[config.mk]
export PLATFORM = sky130hd
export DESIGN_NAME = onewire_master_slot_timer_unit_flat
export DESIGN_NICKNAME = d
export VERILOG_FILES = /design/src/rtl/owst_pkg.sv /design/src/rtl/owst_tick_if.sv /design/src/rtl/owst_result_if.sv /design/src/rtl/onewire_master_slot_timer_unit.sv /design/src/rtl/owst_cfg.sv /design/src/rtl/owst_core.sv /design/src/flat_wrapper.sv
export SDC_FILE = /design/constraint.sdc
export NUM_CORES = 1
export LEC_CHECK = 0
export BUFFER_PORTS_ARGS = -buffer_cell sky130_fd_sc_hd__clkbuf_2
export CAP_MARGIN = 20
export CORE_ASPECT_RATIO = 0.9
export CORE_UTILIZATION = 49
export CTS_BUF_LIST = sky130_fd_sc_hd__clkbuf_8
export CTS_CLUSTER_DIAMETER = 150
export DETAILED_ROUTE_END_ITERATION = 8
export MAX_ROUTING_LAYER = met4
export PLACE_DENSITY = 0.79
export SETUP_SLACK_MARGIN = 0.2
export SYNTH_ARGS = -nofsm -noshare
export SYNTH_HDL_FRONTEND = slang
export SYNTH_SLANG_ARGS = --single-unit
[constraint.sdc]
create_clock -name clk -period 7.4 [get_ports clk]
set_input_delay 0.74 -clock clk [delete_from_list [all_inputs] [get_ports clk]]
set_output_delay 0.74 -clock clk [all_outputs]
set_load 0.01 [all_outputs]
[src/rtl/owst_pkg.sv]
// Shared types, codes and reset values for the 1-Wire master slot timer.
package owst_pkg;

    localparam int OP_W          = 2;
    localparam int DATA_W        = 8;
    localparam int STATUS_W      = 2;
    localparam int CFG_W         = 12;
    localparam int APB_DATA_W    = 32;
    localparam int APB_ADDR_W    = 5;
    localparam int BITS_PER_BYTE = 8;
    localparam int BIT_IDX_W     = $clog2(BITS_PER_BYTE);

    localparam int TIMER_WIDTH_DEF    = 12;
    localparam int READ_TAIL_TIME_DEF = 45;

    // Opcodes carried by a tick
    localparam logic [OP_W-1:0] OP_NONE  = 2'd0;
    localparam logic [OP_W-1:0] OP_RESET = 2'd1;
    localparam logic [OP_W-1:0] OP_WRITE = 2'd2;
    localparam logic [OP_W-1:0] OP_READ  = 2'd3;

    // Completion and tick status codes
    localparam logic [STATUS_W-1:0] ST_OK          = 2'd0;
    localparam logic [STATUS_W-1:0] ST_LINE_BUSY   = 2'd1;
    localparam logic [STATUS_W-1:0] ST_NO_PRESENCE = 2'd2;
    localparam logic [STATUS_W-1:0] ST_IGNORED     = 2'd3;

    typedef struct packed {
        logic [CFG_W-1:0] reset_low_time;
        logic [CFG_W-1:0] presence_wait_time;
        logic [CFG_W-1:0] one_low_time;
        logic [CFG_W-1:0] one_high_time;
        logic [CFG_W-1:0] zero_low_time;
        logic [CFG_W-1:0] zero_high_time;
        logic [CFG_W-1:0] read_low_time;
        logic [CFG_W-1:0] read_sample_delay;
    } cfg_regs_t;

    localparam cfg_regs_t CFG_RESET = '{
        reset_low_time:     12'd480,
        presence_wait_time: 12'd70,
        one_low_time:       12'd10,
        one_high_time:      12'd55,
        zero_low_time:      12'd65,
        zero_high_time:     12'd5,
        read_low_time:      12'd3,
        read_sample_delay:  12'd10
    };

endpackage

[src/rtl/owst_tick_if.sv]
// Input channel: one bus tick with optional command.
interface owst_tick_if;
    import owst_pkg::*;

    logic              valid;
    logic              ready;
    logic [OP_W-1:0]   opcode;
    logic [DATA_W-1:0] data_byte;
    logic              line_level;

    modport source (output valid, output opcode, output data_byte, output line_level,
                    input ready);
    modport sink   (input valid, input opcode, input data_byte, input line_level,
                    output ready);
endinterface

[src/rtl/owst_result_if.sv]
// Output channel: one result per tick.
interface owst_result_if;
    import owst_pkg::*;

    logic                valid;
    logic                ready;
    logic                drive_low;
    logic                busy_res;
    logic                done_res;
    logic [STATUS_W-1:0] status;
    logic [DATA_W-1:0]   read_data;

    modport source (output valid, output drive_low, output busy_res, output done_res,
                    output status, output read_data, input ready);
    modport sink   (input valid, input drive_low, input busy_res, input done_res,
                    input status, input read_data, output ready);
endinterface

[src/rtl/onewire_master_slot_timer_unit.sv]
// Top level of the 1-Wire bus master slot timer.
//
// Usage:
//   tick   : one transfer per bus microsecond, carrying the sampled line
//            level and an optional command (reset/presence, write byte,
//            read byte) with the byte to write.
//   result : one transfer per accepted tick with drive_low for that tick,
//            busy, done, status and the read byte on a read completion.
//   APB    : eight 12-bit timing registers at byte addresses 4*i; writes
//            complete in the access cycle, pready is tied high. Write
//            them only while no command is running.
// The result is registered and valid in the cycle after the tick transfer.
// One tick is accepted every cycle unless the receiver stalls; the state
// update and result formation fit in one sequencer pass between the tick
// and the result register. If the receiver stalls, the pending result holds
// and tick.ready stays low until it is taken; a new tick is accepted in the
// same cycle a held result leaves. Reset returns the sequencer to idle,
// empties the result register and loads the default timing values.
module onewire_master_slot_timer_unit
#(
    parameter int TIMER_WIDTH    = owst_pkg::TIMER_WIDTH_DEF,
    parameter int READ_TAIL_TIME = owst_pkg::READ_TAIL_TIME_DEF
)
(
    input  logic                            clk,
    input  logic                            rst_n,
    owst_tick_if.sink                       tick,
    owst_result_if.source                   result,
    input  logic                            psel,
    input  logic                            penable,
    input  logic                            pwrite,
    input  logic [owst_pkg::APB_ADDR_W-1:0] paddr,
    input  logic [owst_pkg::APB_DATA_W-1:0] pwdata,
    output logic [owst_pkg::APB_DATA_W-1:0] prdata,
    output logic                            pready
);
    import owst_pkg::*;

    cfg_regs_t cfg;

    owst_cfg u_cfg
    (
        .clk     (clk),
        .rst_n   (rst_n),
        .psel    (psel),
        .penable (penable),
        .pwrite  (pwrite),
        .paddr   (paddr),
        .pwdata  (pwdata),
        .prdata  (prdata),
        .pready  (pready),
        .cfg     (cfg)
    );

    owst_core
    #(
        .TIMER_WIDTH    (TIMER_WIDTH),
        .READ_TAIL_TIME (READ_TAIL_TIME)
    )
    u_core
    (
        .clk    (clk),
        .rst_n  (rst_n),
        .cfg    (cfg),
        .tick   (tick),
        .result (result)
    );

endmodule

[src/rtl/owst_cfg.sv]
// APB register file holding the slot timing configuration.
module owst_cfg
(
    input  logic                                clk,
    input  logic                                rst_n,
    input  logic                                psel,
    input  logic                                penable,
    input  logic                                pwrite,
    input  logic [owst_pkg::APB_ADDR_W-1:0]     paddr,
    input  logic [owst_pkg::APB_DATA_W-1:0]     pwdata,
    output logic [owst_pkg::APB_DATA_W-1:0]     prdata,
    output logic                                pready,
    output owst_pkg::cfg_regs_t                 cfg
);
    import owst_pkg::*;

    localparam logic [2:0] REG_RESET_LOW    = 3'd0;
    localparam logic [2:0] REG_PRESENCE     = 3'd1;
    localparam logic [2:0] REG_ONE_LOW      = 3'd2;
    localparam logic [2:0] REG_ONE_HIGH     = 3'd3;
    localparam logic [2:0] REG_ZERO_LOW     = 3'd4;
    localparam logic [2:0] REG_ZERO_HIGH    = 3'd5;
    localparam logic [2:0] REG_READ_LOW     = 3'd6;
    localparam logic [2:0] REG_SAMPLE_DELAY = 3'd7;

    cfg_regs_t        cfg_reg;
    cfg_regs_t        cfg_next;
    logic [2:0]       reg_idx;
    logic [CFG_W-1:0] wr_val;
    logic [CFG_W-1:0] rd_val;
    logic             wr_en;

    assign reg_idx = paddr[4:2];
    assign wr_val  = pwdata[CFG_W-1:0];
    assign wr_en   = psel && penable && pwrite;
    assign pready  = 1'b1;
    assign cfg     = cfg_reg;

    always_comb
    begin
        cfg_next = cfg_reg;
        if (wr_en)
        begin
            case (reg_idx)
                REG_RESET_LOW:    cfg_next.reset_low_time     = wr_val;
                REG_PRESENCE:     cfg_next.presence_wait_time = wr_val;
                REG_ONE_LOW:      cfg_next.one_low_time       = wr_val;
                REG_ONE_HIGH:     cfg_next.one_high_time      = wr_val;
                REG_ZERO_LOW:     cfg_next.zero_low_time      = wr_val;
                REG_ZERO_HIGH:    cfg_next.zero_high_time     = wr_val;
                REG_READ_LOW:     cfg_next.read_low_time      = wr_val;
                REG_SAMPLE_DELAY: cfg_next.read_sample_delay  = wr_val;
                default:          cfg_next = cfg_reg;
            endcase
        end
    end

    always_comb
    begin
        case (reg_idx)
            REG_RESET_LOW:    rd_val = cfg_reg.reset_low_time;
            REG_PRESENCE:     rd_val = cfg_reg.presence_wait_time;
            REG_ONE_LOW:      rd_val = cfg_reg.one_low_time;
            REG_ONE_HIGH:     rd_val = cfg_reg.one_high_time;
            REG_ZERO_LOW:     rd_val = cfg_reg.zero_low_time;
            REG_ZERO_HIGH:    rd_val = cfg_reg.zero_high_time;
            REG_READ_LOW:     rd_val = cfg_reg.read_low_time;
            REG_SAMPLE_DELAY: rd_val = cfg_reg.read_sample_delay;
            default:          rd_val = '0;
        endcase
    end

    assign prdata = APB_DATA_W'(rd_val);

    always_ff @(posedge clk or negedge rst_n)
    begin
        if (!rst_n)
        begin
            cfg_reg <= CFG_RESET;
        end
        else
        begin
            cfg_reg <= cfg_next;
        end
    end

endmodule

[src/rtl/owst_core.sv]
// Per-tick sequencer for reset, write and read slots, with the result register.
module owst_core
#(
    parameter int TIMER_WIDTH    = owst_pkg::TIMER_WIDTH_DEF,
    parameter int READ_TAIL_TIME = owst_pkg::READ_TAIL_TIME_DEF
)
(
    input  logic                 clk,
    input  logic                 rst_n,
    input  owst_pkg::cfg_regs_t  cfg,
    owst_tick_if.sink            tick,
    owst_result_if.source        result
);
    import owst_pkg::*;

    localparam int TW = TIMER_WIDTH;
    localparam int TAIL_MOD = READ_TAIL_TIME % (2 ** TW);
    localparam logic [TW-1:0] TAIL_LEN = (TAIL_MOD == 0) ? TW'(1) : TW'(TAIL_MOD);
    localparam logic [BIT_IDX_W-1:0] LAST_BIT = BIT_IDX_W'(BITS_PER_BYTE - 1);

    localparam logic [3:0] PH_IDLE      = 4'd0;
    localparam logic [3:0] PH_RST_LOW   = 4'd1;
    localparam logic [3:0] PH_RST_WAIT1 = 4'd2;
    localparam logic [3:0] PH_RST_WAIT2 = 4'd3;
    localparam logic [3:0] PH_WR_LOW    = 4'd4;
    localparam logic [3:0] PH_WR_HIGH   = 4'd5;
    localparam logic [3:0] PH_RD_LOW    = 4'd6;
    localparam logic [3:0] PH_RD_DELAY  = 4'd7;
    localparam logic [3:0] PH_RD_TAIL   = 4'd8;

    typedef struct packed {
        logic [3:0]    phase;
        logic [TW-1:0] timer;
    } slot_start_t;

    // Register value reduced to the timer width
    function automatic logic [TW-1:0] wrap_len(input logic [CFG_W-1:0] v);
        logic [TW+CFG_W-1:0] wide;
        wide = {{TW{1'b0}}, v};
        return wide[TW-1:0];
    endfunction

    // Required time: zero acts as one
    function automatic logic [TW-1:0] need_len(input logic [CFG_W-1:0] v);
        logic [TW-1:0] t;
        t = wrap_len(v);
        return (t == '0) ? TW'(1) : t;
    endfunction

    function automatic slot_start_t bit_start(input logic [OP_W-1:0]      cmd,
                                              input logic [DATA_W-1:0]    shift_v,
                                              input logic [BIT_IDX_W-1:0] idx,
                                              input cfg_regs_t            c);
        slot_start_t s;
        if (cmd == OP_WRITE)
        begin
            s.phase = PH_WR_LOW;
            s.timer = need_len(shift_v[idx] ? c.one_low_time : c.zero_low_time);
        end
        else
        begin
            s.phase = PH_RD_LOW;
            s.timer = need_len(c.read_low_time);
        end
        return s;
    endfunction

    logic [3:0]           phase_reg,    phase_next;
    logic [TW-1:0]        slot_timer_reg, slot_timer_next;
    logic [BIT_IDX_W-1:0] bit_index_reg, bit_index_next;
    logic [DATA_W-1:0]    shift_byte_reg, shift_byte_next;
    logic [OP_W-1:0]      active_cmd_reg, active_cmd_next;
    logic                 presence_reg, presence_next;
    logic                 sample_due_reg, sample_due_next;

    logic                 res_valid_reg;
    logic                 drive_reg, drive_next;
    logic                 busy_reg;
    logic                 done_reg, done_next;
    logic [STATUS_W-1:0]  status_reg, status_next;
    logic [DATA_W-1:0]    rdata_reg, rdata_next;

    logic                 accept;
    logic                 ignored;
    logic                 step_bit;
    logic [STATUS_W-1:0]  fin_status;
    logic [TW-1:0]        hold_t;
    slot_start_t          start;

    assign tick.ready = !res_valid_reg || result.ready;
    assign accept     = tick.valid && tick.ready;

    always_comb
    begin
        phase_next      = phase_reg;
        slot_timer_next = slot_timer_reg;
        bit_index_next  = bit_index_reg;
        shift_byte_next = shift_byte_reg;
        active_cmd_next = active_cmd_reg;
        presence_next   = presence_reg;
        sample_due_next = sample_due_reg;
        done_next       = 1'b0;
        fin_status      = ST_OK;
        ignored         = 1'b0;
        drive_next      = 1'b0;
        step_bit        = 1'b0;
        hold_t          = '0;
        start           = '0;

        if (phase_reg == PH_IDLE)
        begin
            if (tick.opcode != OP_NONE)
            begin
                active_cmd_next = tick.opcode;
                bit_index_next  = '0;
                sample_due_next = 1'b0;
                if (tick.opcode == OP_RESET)
                begin
                    presence_next = 1'b0;
                    if (!tick.line_level)
                    begin
                        // line held low by someone else: finish at once
                        slot_timer_next = '0;
                        done_next       = 1'b1;
                        fin_status      = ST_LINE_BUSY;
                    end
                    else
                    begin
                        phase_next      = PH_RST_LOW;
                        slot_timer_next = need_len(cfg.reset_low_time);
                    end
                end
                else
                begin
                    shift_byte_next = (tick.opcode == OP_WRITE) ? tick.data_byte : '0;
                    start           = bit_start(tick.opcode, shift_byte_next, '0, cfg);
                    phase_next      = start.phase;
                    slot_timer_next = start.timer;
                end
            end
        end
        else if (tick.opcode != OP_NONE)
        begin
            ignored = 1'b1;
        end

        if (phase_next != PH_IDLE)
        begin
            drive_next = (phase_next == PH_RST_LOW) || (phase_next == PH_WR_LOW)
                      || (phase_next == PH_RD_LOW);
            if (sample_due_next)
            begin
                if (phase_next == PH_RST_WAIT2)
                begin
                    presence_next = !tick.line_level;
                end
                else if (phase_next == PH_RD_TAIL)
                begin
                    shift_byte_next[bit_index_next] = shift_byte_next[bit_index_next]
                                                    | tick.line_level;
                end
                sample_due_next = 1'b0;
            end
            slot_timer_next = slot_timer_next - TW'(1);
            if (slot_timer_next == '0)
            begin
                case (phase_next)
                    PH_RST_LOW:
                    begin
                        phase_next      = PH_RST_WAIT1;
                        slot_timer_next = need_len(cfg.presence_wait_time);
                    end
                    PH_RST_WAIT1:
                    begin
                        phase_next      = PH_RST_WAIT2;
                        slot_timer_next = need_len(cfg.presence_wait_time);
                        sample_due_next = 1'b1;
                    end
                    PH_RST_WAIT2:
                    begin
                        phase_next = PH_IDLE;
                        done_next  = 1'b1;
                        fin_status = presence_next ? ST_OK : ST_NO_PRESENCE;
                    end
                    PH_WR_LOW:
                    begin
                        hold_t = wrap_len(shift_byte_next[bit_index_next] ?
                                          cfg.one_high_time : cfg.zero_high_time);
                        if (hold_t != '0)
                        begin
                            phase_next      = PH_WR_HIGH;
                            slot_timer_next = hold_t;
                        end
                        else
                        begin
                            step_bit = 1'b1;
                        end
                    end
                    PH_WR_HIGH:
                    begin
                        step_bit = 1'b1;
                    end
                    PH_RD_LOW:
                    begin
                        hold_t = wrap_len(cfg.read_sample_delay);
                        if (hold_t != '0)
                        begin
                            phase_next      = PH_RD_DELAY;
                            slot_timer_next = hold_t;
                        end
                        else
                        begin
                            phase_next      = PH_RD_TAIL;
                            slot_timer_next = TAIL_LEN;
                            sample_due_next = 1'b1;
                        end
                    end
                    PH_RD_DELAY:
                    begin
                        phase_next      = PH_RD_TAIL;
                        slot_timer_next = TAIL_LEN;
                        sample_due_next = 1'b1;
                    end
                    PH_RD_TAIL:
                    begin
                        step_bit = 1'b1;
                    end
                    default:
                    begin
                        phase_next = PH_IDLE;
                        done_next  = 1'b1;
                    end
                endcase

                // advance to the next bit slot or close the byte
                if (step_bit)
                begin
                    if (bit_index_next == LAST_BIT)
                    begin
                        phase_next = PH_IDLE;
                        done_next  = 1'b1;
                    end
                    else
                    begin
                        bit_index_next  = bit_index_next + BIT_IDX_W'(1);
                        start           = bit_start(active_cmd_next, shift_byte_next,
                                                    bit_index_next, cfg);
                        phase_next      = start.phase;
                        slot_timer_next = start.timer;
                    end
                end

                if (phase_next == PH_IDLE)
                begin
                    slot_timer_next = '0;
                end
            end
        end

        if (done_next)
        begin
            status_next = fin_status;
        end
        else if (ignored)
        begin
            status_next = ST_IGNORED;
        end
        else
        begin
            status_next = ST_OK;
        end
        rdata_next = (done_next && (active_cmd_next == OP_READ)) ? shift_byte_next : '0;
    end

    always_ff @(posedge clk or negedge rst_n)
    begin
        if (!rst_n)
        begin
            phase_reg      <= PH_IDLE;
            slot_timer_reg <= '0;
            bit_index_reg  <= '0;
            shift_byte_reg <= '0;
            active_cmd_reg <= OP_NONE;
            presence_reg   <= 1'b0;
            sample_due_reg <= 1'b0;
            res_valid_reg  <= 1'b0;
        end
        else
        begin
            if (accept)
            begin
                phase_reg      <= phase_next;
                slot_timer_reg <= slot_timer_next;
                bit_index_reg  <= bit_index_next;
                shift_byte_reg <= shift_byte_next;
                active_cmd_reg <= active_cmd_next;
                presence_reg   <= presence_next;
                sample_due_reg <= sample_due_next;
                res_valid_reg  <= 1'b1;
            end
            else if (result.ready)
            begin
                res_valid_reg <= 1'b0;
            end
        end
    end

    always_ff @(posedge clk)
    begin
        if (accept)
        begin
            drive_reg  <= drive_next;
            busy_reg   <= (phase_next != PH_IDLE);
            done_reg   <= done_next;
            status_reg <= status_next;
            rdata_reg  <= rdata_next;
        end
    end

    assign result.valid     = res_valid_reg;
    assign result.drive_low = drive_reg;
    assign result.busy_res  = busy_reg;
    assign result.done_res  = done_reg;
    assign result.status    = status_reg;
    assign result.read_data = rdata_reg;

`ifndef SYNTH
    a_idle_timer_clear: assert property (@(posedge clk) disable iff (!rst_n)
        (phase_reg == PH_IDLE) |-> (slot_timer_reg == '0))
        else $error("slot timer not cleared while idle");

    a_active_timer_live: assert property (@(posedge clk) disable iff (!rst_n)
        (phase_reg != PH_IDLE) |-> (slot_timer_reg != '0))
        else $error("slot timer expired without a phase change");

    a_done_not_busy: assert property (@(posedge clk) disable iff (!rst_n)
        (res_valid_reg && done_reg) |-> !busy_reg)
        else $error("completion reported while still busy");

    a_rdata_only_on_read_done: assert property (@(posedge clk) disable iff (!rst_n)
        (res_valid_reg && (rdata_reg != '0)) |-> (done_reg && (active_cmd_reg == OP_READ)))
        else $error("read data shown outside a read completion");

    a_idle_after_busy_clear: assert property (@(posedge clk) disable iff (!rst_n)
        (accept && (phase_next == PH_IDLE)) |=> (phase_reg == PH_IDLE && !busy_reg))
        else $error("busy flag out of step with phase");
`endif

endmodule
[src/flat_wrapper.sv]
// flat-port wrapper written by rule: the top's interface ports become plain ports
module onewire_master_slot_timer_unit_flat import owst_pkg::*;
#(
    parameter int TIMER_WIDTH    = owst_pkg::TIMER_WIDTH_DEF,
    parameter int READ_TAIL_TIME = owst_pkg::READ_TAIL_TIME_DEF
)
  (clk, rst_n, psel, penable, pwrite, paddr, pwdata, prdata, pready, tick_valid, tick_opcode, tick_data_byte, tick_line_level, tick_ready, result_valid, result_drive_low, result_busy_res, result_done_res, result_status, result_read_data, result_ready);
  owst_tick_if tick_i ();
  owst_result_if result_i ();
  input  logic clk;
  input  logic rst_n;
  input  logic psel;
  input  logic penable;
  input  logic pwrite;
  input  logic [owst_pkg::APB_ADDR_W-1:0] paddr;
  input  logic [owst_pkg::APB_DATA_W-1:0] pwdata;
  output logic [owst_pkg::APB_DATA_W-1:0] prdata;
  output logic pready;
  input wire logic [$bits(tick_i.valid)-1:0] tick_valid;
  input wire logic [$bits(tick_i.opcode)-1:0] tick_opcode;
  input wire logic [$bits(tick_i.data_byte)-1:0] tick_data_byte;
  input wire logic [$bits(tick_i.line_level)-1:0] tick_line_level;
  output wire logic [$bits(tick_i.ready)-1:0] tick_ready;
  output wire logic [$bits(result_i.valid)-1:0] result_valid;
  output wire logic [$bits(result_i.drive_low)-1:0] result_drive_low;
  output wire logic [$bits(result_i.busy_res)-1:0] result_busy_res;
  output wire logic [$bits(result_i.done_res)-1:0] result_done_res;
  output wire logic [$bits(result_i.status)-1:0] result_status;
  output wire logic [$bits(result_i.read_data)-1:0] result_read_data;
  input wire logic [$bits(result_i.ready)-1:0] result_ready;
  assign tick_i.valid = tick_valid;
  assign tick_i.opcode = tick_opcode;
  assign tick_i.data_byte = tick_data_byte;
  assign tick_i.line_level = tick_line_level;
  assign tick_ready = tick_i.ready;
  assign result_valid = result_i.valid;
  assign result_drive_low = result_i.drive_low;
  assign result_busy_res = result_i.busy_res;
  assign result_done_res = result_i.done_res;
  assign result_status = result_i.status;
  assign result_read_data = result_i.read_data;
  assign result_i.ready = result_ready;
  onewire_master_slot_timer_unit #(.TIMER_WIDTH(TIMER_WIDTH), .READ_TAIL_TIME(READ_TAIL_TIME)) u_core (.clk(clk), .rst_n(rst_n), .tick(tick_i), .result(result_i), .psel(psel), .penable(penable), .pwrite(pwrite), .paddr(paddr), .pwdata(pwdata), .prdata(prdata), .pready(pready));
endmodule
# After elaboration in Yosys (flattened, before gate mapping)
# Cells that the tools add are included.
# totals
reg_bits	141
inputBits	55
output_inout_bits	48
word_cells	186
# classes
add_sub_neg	2
n_lt_le_gt_ge	3
n_eq_ne	20
mux	102
bitwise	1
n_reduce_logical	37
# op_table
operator	count
2-to-1 mux 12 bit	19
one-hot mux 12 bit (8 select lines)	1
logical NOT 12 bit	6
2-to-1 mux 8 bit	9
one-hot mux 12 bit (4 select lines)	1
2-to-1 mux 4 bit	11
2-to-1 mux 1 bit	36
2-to-1 mux 14 bit	2
one-hot mux 4 bit (6 select lines)	1
nonzero test 12 bit	2
2-to-1 mux 3 bit	7
== test 4 x 3 -> 1 bit (second input constant)	4
2-to-1 mux 2 bit	8
AND reduction 2 bit	8
== test 3 bit (second input constant)	5
subtractor 12 x 1 -> 12 bit (second input constant)	1
binary-select mux 1 bit (select 3 bit)	3
bitwise mux 8 bit	1
== test 4 x 2 -> 1 bit (second input constant)	2
logical NOT 4 bit	2
less-than comparator 3 x 4 -> 1 bit (second input constant)	2
nonzero test 4 bit	2
OR reduction 7 bit	1
== test 2 bit (second input constant)	3
other kinds (16)	28

# Depth between registers and ports, before layout
# Gate-level depths: netlist (run 1).
# depth
ltp_word	29
ltp_mapped	20
ltp_nobuf	15

# Modules after synthesis
# Synthesis (run 1) repeated with hierarchy kept, for this count alone.
# hier_totals
hier_cells	1020
hier_area_um2	9654.3
# modules_own_cells
mod	instances	cells_per_inst	area_each_um2	seq_area_each_um2
owst_core	1	658	5003.5	1191.1
owst_cfg	1	362	4650.7	2429.8

# Worst setup path after synthesis (run 1)
# Ideal clock, no wire load.
# synth_timing
kind	input-to-reg
startpoint	input port tick_opcode[0]
endpoint	register u_core.u_core.slot_timer_reg[6]
setup_time_ns	0.128
t_arrival_ns	3.919
t_required_ns	7.272
setup_slack_ns	3.354
cell_stages	17
path_buffers	5
path_cell_list	clkbuf_1 o21ai_1 buf_2 buf_2 clkbuf_1 nand2_1 inv_1 ha_1 inv_1 ha_1 mux4_1 mux2i_1 buf_2 mux2i_1 a211oi_1 nor3_1 o21ai_1
# synth_between
elab_chain_len	28
elab_cells_between_ends	80
classes_between	add/sub: 2; order compare: 2; eq/ne: 12; mux: 53; bitwise: 1; reduce/logical: 10
# synth_lines
element	line_no	text
start, declared	flat_wrapper.sv:20	input wire logic [$bits(tick_i.opcode)-1:0] tick_opcode;
== test 2 bit	owst_core.sv:55, owst_core.sv:135	
2-to-1 mux 8 bit	owst_core.sv:135	shift_byte_next = (tick.opcode == OP_WRITE) ? tick.data_byte : '0;
2-to-1 mux 8 bit	owst_core.sv:117	if (tick.opcode == OP_RESET)
2-to-1 mux 8 bit	owst_core.sv:112	if (tick.opcode != OP_NONE)
2-to-1 mux 8 bit	owst_core.sv:110	if (phase_reg == PH_IDLE)
binary-select mux 1 bit (select 3 bit)	owst_core.sv:159	shift_byte_next[bit_index_next] = shift_byte_next[bit_index_next]
2-to-1 mux 1 bit (not written as such)	owst_core.sv:159	
bitwise OR 1 bit	owst_core.sv:160	| tick.line_level;
[... 12 more ...]	--	
2-to-1 mux 1 bit	owst_core.sv:147	if (phase_next != PH_IDLE)
2-to-1 mux 4 bit	owst_core.sv:236	if (step_bit)
2-to-1 mux 4 bit	owst_core.sv:165	if (slot_timer_next == '0)
2-to-1 mux 4 bit	owst_core.sv:147	
logical NOT 4 bit	owst_core.sv:253	if (phase_next == PH_IDLE)
2-to-1 mux 12 bit	owst_core.sv:253	
2-to-1 mux 12 bit	owst_core.sv:165	
2-to-1 mux 12 bit (*)	owst_core.sv:147	
end signal, assigned	owst_core.sv:293	slot_timer_reg <= slot_timer_next;
end, declared	owst_core.sv:69	logic [TW-1:0] slot_timer_reg, slot_timer_next;
# Mark *: on every way between the ends. The rest lies on a longest branch, timed or not. The select of a mux whose other input is x is not followed.
# A chain may end at the register's enable or synchronous reset.

# Worst setup path in the final report (run 1)
# layout_timing
startpoint	register u_core.u_core.phase_reg[3]
endpoint	register u_core.u_core.busy_reg, in the netlist u_core.u_core.result.busy_res, data pin
# layout_between
elab_chain_len	25
elab_cells_between_ends	55
classes_between	add/sub: 1; order compare: 2; eq/ne: 10; mux: 34; bitwise: 1; reduce/logical: 7
# layout_lines
element	line_no	text
start, declared	owst_core.sv:68	logic [3:0] phase_reg, phase_next;
start signal, assigned	owst_core.sv:292	phase_reg <= phase_next;
logical NOT 4 bit	owst_core.sv:110	
2-to-1 mux 3 bit	owst_core.sv:110	
less-than comparator 3 x 4 -> 1 bit (not written as such) or >= comparator 3 x 1 -> 1 bit (tied branches)	owst_core.sv:159	
logical AND 1 bit (not written as such)	owst_core.sv:159	
2-to-1 mux 1 bit (not written as such)	owst_core.sv:159	
demux 1 bit (select 3 bit)	owst_core.sv:159	
bitwise mux 8 bit	owst_core.sv:159	
2-to-1 mux 8 bit	owst_core.sv:157	else if (phase_next == PH_RD_TAIL)
[... 9 more ...]	--	
2-to-1 mux 1 bit	owst_core.sv:165	
2-to-1 mux 1 bit	owst_core.sv:147	
2-to-1 mux 4 bit	owst_core.sv:236	
2-to-1 mux 4 bit	owst_core.sv:165	
2-to-1 mux 4 bit	owst_core.sv:147	
2-to-1 mux 4 bit	owst_core.sv:165	
2-to-1 mux 4 bit (*)	owst_core.sv:147	
nonzero test 4 bit (*)	owst_core.sv:313	busy_reg <= (phase_next != PH_IDLE);
end signal, assigned	owst_core.sv:313	
end, declared	owst_core.sv:78	logic busy_reg;
# Marked as above.

==> impl_metrics.ini, run 1 <==
[sta]
slew_headroom = 0.246
hold_viol = 0
fin_crit_sh = 0.648
drv_slew = 0
worst_pin_slew_ps = 1120
fmax_mhz = 209
finalCriticalPeriod_ps = 4790
grt_setup_unrepaired = false
setup_ws_ps = 2610
finalSetupTns_ps = 0
setup_viol = 0
finalClockSkew_ps = 21.9

[worst_setup_path]
rrSetupSlack_ps = 2610
worstRegToRegCells = 13
arrival_ps = 4980
crit_type = flip-flop to flip-flop
worstReg2RegStart = u_core.u_core.phase_reg[3]$_DFFE_PN0P_
startpoint_type = flip-flop
reg2reg_to = u_core.u_core.result.busy_res$_DFFE_PP_
cp_max_fo = 27
end_kind = flip-flop
critPathRequiredTime_ps = 7580

[synthesis]
avgSynthCellArea_um2 = 9.43
synth-edff-count = 13
yosys_most_used_dff = dfrtp_1
synthCells = 984
synthTopCellsByArea = dfrtp_1 (29%), mux2_2 (14%), dfstp_2 (6.2%)
synth_top_family_by_area = compound AO/OA/AOI/OAI gates
synth_top_cell_area_share = 0.286
synth_sequential_area_ratio = 0.390
synth_area_um2 = 9280
yosys.area_share.adder = 0.00674
synthMuxAreaShare = 0.190
synth_compound_area_frac = 0.193
synth_seq_cells = 141
synthSimpleGateAreaFrac = 0.154
yosysWarnings = 0
synth_xor_xnor_area_share = 0.0123
ys_async_sr_fraction = 0.908
synth_top_cell_by_area = dfrtp_1
synth_cell_types = 81

[floorplan]
die_w_um = 147
dieArea_um2 = 19500
io_pins = 103
num_rows = 47
placeableCoreArea_um2 = 18500
die_h_um = 133
initial_core_util = 0.503

[global_routing]
grt_pass1_vias = 7699
grtUsageMet2 = 0.437
grt_max_degree = 70
grt_pass1_wl_mm = 44.4
use_met3 = 0.0734
grt_use_met1 = 0.427
antenna_found_initial = 0
grt_busiest_layer = met2
grt_util_all_layers = 0.307
grt-ovfl-total = 0

[place]
pre_cts_slack_ps = 2660
dpl_cell_area_um2 = 9710
hpwlAfterDp_mm = 20.2
portBuffers = 59
dp.cells = 1245
gp_congestion = 0.998

[routing]
drc = 0
wl_per_cell_um = 22.5
num_vias = 8469
via_per_inst = 6.63
drtIter0Drc = 1111
wl_mm = 28.7
drt_first_pass_iters = 7
drtAntennaViolNets = 0

[clock_tree]
worstSkewPairLatency_ps = 470
cts_hold_buf = 0
htree_levels = 4
post_cts_resized = 0
cts.reportedPaths.clkPinSlew_ps = 90
clock_path_buffers = 2
cts_buffers = 17
cts_tree = built
root_buffer = clkbuf_8
post_cts_buffers = 0
clkSinkCount = 141

[cells_and_area]
fin_area_um2 = 10100
drive_above_1_share = 0.266
fin_nets = 1079
fin_util = 0.548
synthToLayoutAreaGrowth_pct = 8.96
diodes = 0
largest_reg_flops = 96
instances_no_fill = 1277

[job]
max-cap-violations = 0

[power]
leakage_nw = 4.32
power_density_nw_per_um2 = 325
irDropWorstVdd_mv = 0.160

[outcome]
outcome = complete, no violations

[min_path]
min_path_type = input pin to asynchronous set/reset pin
==> critical path, cell delays in order (launching register included) <==
cell and delay, ps:
dfrtp_1 690, nor4_2 320, buf_4 260, nand3_1 120, a2111oi_1 750, a221oi_2 130, and2_1 260, a211oi_2 290
nand2b_1 150, buf_4 270, mux2i_1 640, o21ai_0 190, a32oi_1 310, nand4_1 130
==> where the power goes <==
group | total [mW] | switching, mW | leakage (nW) | internal (mW)
sequential | 1.18 | 0.209 | 1.70 | 0.974
combinational | 1.45 | 0.870 | 2.43 | 0.582
clock | 0.655 | 0.323 | 0.199 | 0.332
==> Yosys cell counts, types with 11 or more instances <==
| cell type | n |
|---|---|
| mux2_2 | 112 |
| dfrtp_1 | 106 |
| nor2_1 | 88 |
| nand2_1 | 85 |
| o21ai_0 | 66 |
| a21oi_1 | 62 |
| clkbuf_1 | 43 |
| mux2i_1 | 34 |
| nand3_1 | 28 |
| buf_4 | 23 |
| dfstp_2 | 22 |
| o22ai_1 | 22 |
| nor3_1 | 21 |
| nor4_1 | 21 |
| inv_1 | 20 |
| edfxtp_1 | 13 |
| a22oi_1 | 11 |
==> layout make-up <==
class	instances	area, um2
fillers	1639	8350
multi-input cells	762	5270
flip-flops and latches	141	3620
repair buffers	77	437
well taps	245	307
clock buffers	17	234
clock inverters	15	174
inverters	20	75.1
==> stage by stage <==
| step | total power, mW | hold WS (ps) |
|---|---|---|
| 2_1_floorplan | 2.19 | 444 |
| 3_3_place_gp | 2.56 | 464 |
| 3_5_place_dp | 2.59 | 472 |
| 4_1_cts | 3.25 | 431 |
| 5_1_grt | 3.46 | 464 |
| 6_report | 3.29 | 400 |
==> cells by family (layout without fill, tap and decap cells) <==
family                     count (synthesis)  after routing
adders and majority gates                  5              5
other                                      2             21
buffers and inverters                    100            129
DFF                                      141            141
and+or+nand+nor                          301            301
AOI/OAI and AO/OA                        269            269
xor gates and xnor gates                  13             13
muxes                                    153            153
==> cells in the final DEF (no fill, tap or decap), drive strengths merged, types with 5 or more instances in the layout <==
master	synthesis	routed
a211oi	11	11
a21oi	62	62
mux2	112	112
o21ai	77	77
ha	5	5
o211ai	6	6
nand4	6	6
xnor2	9	9
inv	20	22
buf	37	19
a221oi	6	6
a22oi	11	11
a31oi	6	6
dfrtp	106	106
mux4	7	7
and2	7	7
o31ai	7	7
nand2b	10	10
a222oi	7	7
nor3	21	21
and3	9	9
nand2	85	85
edfxtp	13	13
nand3	28	28
nor4	22	22
a22o	9	9
conb	2	21
clkinv	0	6
clkbuf	43	75
mux2i	34	34
a21o	10	10
nor2	90	90
dfstp	22	22
o22ai	22	22
==> layer usage <==
| layer | share of wire | wire (um) |
|---|---|---|
| met1 | 0.42 | 12000 |
| met2 | 0.44 | 12600 |
| met3 | 0.12 | 3390 |
| met4 | 0.027 | 774 |
| met5 | 0 | 0 |
==> how the worst max path moves through the flow <==
stage	startpoint	to	slack, ps	cells past startpoint
final	u_core.u_core.phase_reg[3]$_DFFE_PN0P_	u_core.u_core.result.busy_res$_DFFE_PP_	2610	13
after global routing	u_core.u_core.phase_reg[3]$_DFFE_PN0P_	u_core.u_core.result.busy_res$_DFFE_PP_	2330	13
after CTS	u_core.u_core.phase_reg[3]$_DFFE_PN0P_	u_core.u_core.result.busy_res$_DFFE_PP_	2750	13
after detailed placement	tick_opcode[1]	u_core.u_core.result.busy_res$_DFFE_PP_	2660	14
after global placement	tick_opcode[0]	u_core.u_core.result.busy_res$_DFFE_PP_	2690	13
after floorplan	tick_opcode[0]	u_core.u_core.slot_timer_reg[6]$_DFFE_PN0P_	3350	17
Power figures use the tool's default switching activity.
==> run 2, diff against run 1 <==
==> constraint.sdc (replaced) <==
create_clock -name clk -period 4.9 [get_ports clk]
set_input_delay 0.49 -clock clk [delete_from_list [all_inputs] [get_ports clk]]
set_output_delay 0.49 -clock clk [all_outputs]
set_load 0.01 [all_outputs]
==> impl_metrics.ini, run 2 (synthesis gave the netlist of run 1 again) <==
[min_path]
min_path_type = input pin to flip-flop

[place]
dpl_cell_area_um2 = 9800
hpwlAfterDp_mm = 21.2
dp.cells = 1258
portBuffers = 59
gp_congestion = 0.992

[floorplan]
die_h_um = 133
io_pins = 103
initial_core_util = 0.503
die_w_um = 147
dieArea_um2 = 19500
num_rows = 47
placeableCoreArea_um2 = 18500

[routing]
drtIter0Drc = 1079
drtAntennaViolNets = 0
wl_per_cell_um = 22.8
wl_mm = 29.4
num_vias = 8581
drt_first_pass_iters = 7
via_per_inst = 6.65
drc = 0

[clock_tree]
cts.reportedPaths.clkPinSlew_ps = 100
clock_path_buffers = 2
cts_buffers = 17
clkSinkCount = 141
htree_levels = 4
post_cts_resized = 0
cts_tree = built
post_cts_buffers = 0
worstSkewPairLatency_ps = 470
root_buffer = clkbuf_8
cts_hold_buf = 1

[cells_and_area]
layout_common_cells = mux2_2 (112), dfrtp_1 (106), nor2_1 (88), nand2_1 (85), o21ai_0 (66)
mostFrequentLayoutCell = mux2_2
drive_above_1_share = 0.275
fin_nets = 1093
largest_reg_flops = 96
multi_input_area_um2 = 5260
nFillCells = 1704
diodes = 0
instances_no_fill = 1291
synthToLayoutAreaGrowth_pct = 9.97
seq_area_um2 = 3620
fin_area_um2 = 10200
fin_util = 0.553

[global_routing]
grt_pass1_wl_mm = 45.9
grt-ovfl-total = 0
antenna_found_initial = 0
grt_util_all_layers = 0.317
grt_pass1_vias = 7884
grt_max_degree = 47

[sta]
grt_setup_unrepaired = false
drv_slew = 0
fin_crit_sh = 0.854
finalSetupTns_ps = 0
slew_headroom = 0.308
worst_pin_slew_ps = 1040
setup_viol = 0
finalCriticalPeriod_ps = 4190
finalClockSkew_ps = 16.6
hold_viol = 0
fmax_mhz = 239

[outcome]
outcome = complete, no violations

[worst_setup_path]
slowest_stage = or4_4
crit_type = flip-flop to flip-flop
cp_max_fo = 10
cp_cell_sequence = or4_4 > nor2_2 > a22o_1 > nand3_1 > a31o_2 > a211oi_2 > nand2b_1 > buf_4 > mux2_2 > o21ai_0 > a22oi_1 > a21oi_1 > o21ai_1
startpoint_type = flip-flop
critPathRequiredTime_ps = 5270
worst_path_largest_cell_delay_ps = 650
arrival_ps = 4550
end_kind = flip-flop

[power]
power_density_nw_per_um2 = 492
p_total_mw = 5.02
irDropWorstVdd_mv = 0.278
leakage_nw = 4.40

[job]
max-cap-violations = 0
run 2: cell count changes in the layout (fill, tap and decap cells not counted), sizes merged:
cell         delta
bufinv          -1
dlygate4sd3     +1
inv             +4
buf            +13
clkinvlp        -3
run 2: worst paths after layout:
check                                                                 start                                           to  slack, ps  cells after the start
min in group asynchronous                                             rst_n             u_core.u_cfg.cfg[43]$_DFFE_PN0P_        530                      2
worst min register to register  u_core.u_core.shift_byte_reg[6]$_DFFE_PN0P_  u_core.u_core.shift_byte_reg[6]$_DFFE_PN0P_        490                      2
worst min-delay path                                             tick_valid       u_core.u_core.result.valid$_DFFE_PN0P_        240                      2
worst max register to register       u_core.u_core.phase_reg[0]$_DFFE_PN0P_  u_core.u_core.slot_timer_reg[2]$_DFFE_PN0P_        710                     13
worst max-delay path                 u_core.u_core.phase_reg[0]$_DFFE_PN0P_  u_core.u_core.slot_timer_reg[2]$_DFFE_PN0P_        710                     13
max in group asynchronous                                             rst_n             u_core.u_cfg.cfg[65]$_DFFE_PN0P_       3340                      3
run 2: where the power goes:
group,internal [mW],leakage [nW],total [mW],switching [mW]
registers,1.47,1.70,1.79,0.319
logic,0.918,2.49,2.26,1.34
clock network,0.461,0.203,0.974,0.513
run 2: per-layer routing:
layer | up-vias | track usage | wire length (um)
met1 | 4216 | 0.443 | 12300
met2 | 568 | 0.453 | 13000
met5 | - | - | 0
met3 | 63 | 0.0797 | 3330
met4 | 0 | 0.0916 | 699
li1 | 3734 | - | -
run 2: critical path, delay by kind of cell (launching register included):
family	cells	cell delay, ps
AOI/OAI and AO/OA	7	1420
buffers and inverters	1	300
DFF	1	510
muxes	1	360
and+or+nand+nor	4	1490
run 2: final cells by class:
class                   instances  share of cell area
clock buffers                  17              0.0229
flip-flops and latches        141               0.355
repair buffers                 91              0.0537
multi-input cells             762               0.516
inverters                      20             0.00735
well taps                     245              0.0300
clock inverters                15              0.0158
run 2: stage by stage:
| step | hold slack, ps | setup slack, ps |
|---|---|---|
| after floorplan | 194 | 1060 |
| after global placement | 461 | 730 |
| after detailed placement | 468 | 703 |
| after CTS | 228 | 783 |
| after global routing | 234 | 377 |
| final | 245 | 714 |
==> run 3, diff against run 2 <==
--- a/config.mk
+++ b/config.mk
@@ -8,12 +8,13 @@
 export BUFFER_PORTS_ARGS = -buffer_cell sky130_fd_sc_hd__clkbuf_2
 export CAP_MARGIN = 20
 export CORE_ASPECT_RATIO = 0.9
-export CORE_UTILIZATION = 49
+export CORE_UTILIZATION = 50
 export CTS_BUF_LIST = sky130_fd_sc_hd__clkbuf_8
 export CTS_CLUSTER_DIAMETER = 150
 export DETAILED_ROUTE_END_ITERATION = 8
 export MAX_ROUTING_LAYER = met4
-export PLACE_DENSITY = 0.79
+export PLACE_DENSITY = 0.8
+export RECOVER_POWER = 25
 export SETUP_SLACK_MARGIN = 0.2
 export SYNTH_ARGS = -nofsm -noshare
 export SYNTH_HDL_FRONTEND = slang
==> impl_metrics.ini, run 3 (synthesis gave the netlist of run 1 again) <==
[worst_setup_path]
crit_family = simple AND/OR/NAND/NOR gates
cp_cell_sequence = nor4_1 > nand3_1 > and3b_1 > o21ai_0 > a31o_2 > inv_1 > ha_1 > xor2_1 > and4_1 > nand4_1 > buf_4 > a211oi_2 > nand3b_1 > o31ai_2
slowest_stage = nor4_1
worstReg2RegStart = u_core.u_cfg.cfg[69]$_DFFE_PN0P_
arrival_ps = 4790
worst_path_largest_cell_delay_ps = 720
path_buf_inv = 2
cp-startpoint = u_core.u_cfg.cfg[69]$_DFFE_PN0P_
end_kind = flip-flop
critPathRequiredTime_ps = 5280
cp_max_fo = 6
startpoint_type = flip-flop
crit_type = flip-flop to flip-flop

[min_path]
hold_path.startpoint = tick_valid
min_path_type = input pin to flip-flop

[place]
dpl_cell_area_um2 = 9810
gp_congestion = 1.01
dp.cells = 1255
portBuffers = 59
hpwlAfterDp_mm = 21.1

[routing]
drt_first_pass_iters = 6
num_vias = 8516
drtAntennaViolNets = 0
wl_per_cell_um = 22.6
drc = 0
drtIter0Drc = 1185
via_per_inst = 6.61
wl_mm = 29.1

[clock_tree]
clock_path_buffers = 2
htree_levels = 4
cts_buffers = 17
cts_tree = built
worstSkewPairLatency_ps = 470
post_cts_buffers = 0
root_buffer = clkbuf_8
clkSinkCount = 141
cts.reportedPaths.clkPinSlew_ps = 80

[cells_and_area]
diodes = 0
nFillCells = 1606
synthToLayoutAreaGrowth_pct = 9.42
fin_util = 0.568
largest_reg_flops = 96
layout_common_cells = mux2_2 (112), dfrtp_1 (106), nor2_1 (88), nand2_1 (85), o21ai_0 (66)
mostFrequentLayoutCell = mux2_2
fin_nets = 1096
instances_no_fill = 1289
drive_above_1_share = 0.258
fin_area_um2 = 10200
seq_area_um2 = 3620
multi_input_area_um2 = 5260

[sta]
grt_setup_unrepaired = false
fin_crit_sh = 0.901
slew_headroom = -0.409
finalSetupTns_ps = 0
setup_viol = 0
hold_viol = 0
worst_pin_slew_ps = 2110
drv_slew = 81
finalClockSkew_ps = 17.3
fmax_mhz = 227
finalCriticalPeriod_ps = 4410

[global_routing]
grt-ovfl-total = 0
antenna_found_initial = 0
grt_pass1_vias = 7890
grt_pass1_wl_mm = 45.7
grt_max_degree = 52
grt_util_all_layers = 0.321

[floorplan]
placeableCoreArea_um2 = 17900
initial_core_util = 0.519
io_pins = 103
dieArea_um2 = 19100
die_w_um = 146
die_h_um = 131
num_rows = 46

[power]
leakage_nw = 4.35
power_density_nw_per_um2 = 486
irDropWorstVdd_mv = 0.229

[outcome]
outcome = finished, violations left
violations = max-capacitance violations, max-slew violations

[job]
max-cap-violations = 2
==> run 3: changes by cell type in the layout (fill, tap and decap cells not counted), sizes merged <==
cell / previous run / this run
clkbuf: 75 / 78
inv: 26 / 30
clkinv: 6 / 2
buf: 32 / 33
bufinv: 2 / 1
==> run 3: final cells by class <==
type,instances,share of cell area
Sequential cell,141,0.356
Timing Repair Buffer,94,0.0537
Tap cell,240,0.0296
Clock inverter,14,0.0103
Clock buffer,18,0.0244
Multi-Input combinational cell,762,0.518
Inverter,20,0.00739
==> run 3: per-layer routing <==
metal | global-route usage | wire, um
met5 | - | 0
met4 | 0.0924 | 776
met3 | 0.0698 | 3030
met2 | 0.461 | 12700
met1 | 0.454 | 12700
==> run 3: final timing paths <==
check / slack (ps) / cells past startpoint / to
setup / recovery: 490 / 14 / u_core.u_core.slot_timer_reg[5]$_DFFE_PN0P_
hold / removal: 220 / 2 / u_core.u_core.result.valid$_DFFE_PN0P_
setup reg to reg: 490 / 14 / u_core.u_core.slot_timer_reg[5]$_DFFE_PN0P_
hold reg to reg: 490 / 2 / u_core.u_core.shift_byte_reg[2]$_DFFE_PN0P_
max in group asynchronous: 1800 / 3 / u_core.u_core.phase_reg[1]$_DFFE_PN0P_
min in group asynchronous: 1160 / 2 / u_core.u_cfg.cfg[30]$_DFFE_PN0P_
==> run 3: power by group <==
group,internal (mW),switching [mW]
Combinational,0.924,1.34
Clock,0.408,0.480
Sequential,1.47,0.319
Total,2.80,2.14
==> run 3: timing repair <==
item	4_1_cts	5_1_grt
gates resized for setup	0	0
hold buffers	1	0
endpoints found under the hold margin	32	0
==> run 3: worst register-to-register path, stage by stage (launching register included) <==
cell	delay, ps
dfrtp_1	450
nor4_1	720
nand3_1	230
and3b_1	250
o21ai_0	250
a31o_2	260
inv_1	110
ha_1	240
xor2_1	320
and4_1	240
nand4_1	130
buf_4	210
a211oi_2	210
nand3b_1	340
o31ai_2	350
==> run 3: through the flow <==
stage	hold WS, ps	setup slack, ps	total power [mW]
floorplan	194	1060	3.31
CTS	217	656	4.87
detailed placement	475	415	3.97
finish	223	487	4.94
global route	223	363	5.21
global placement	465	415	3.94
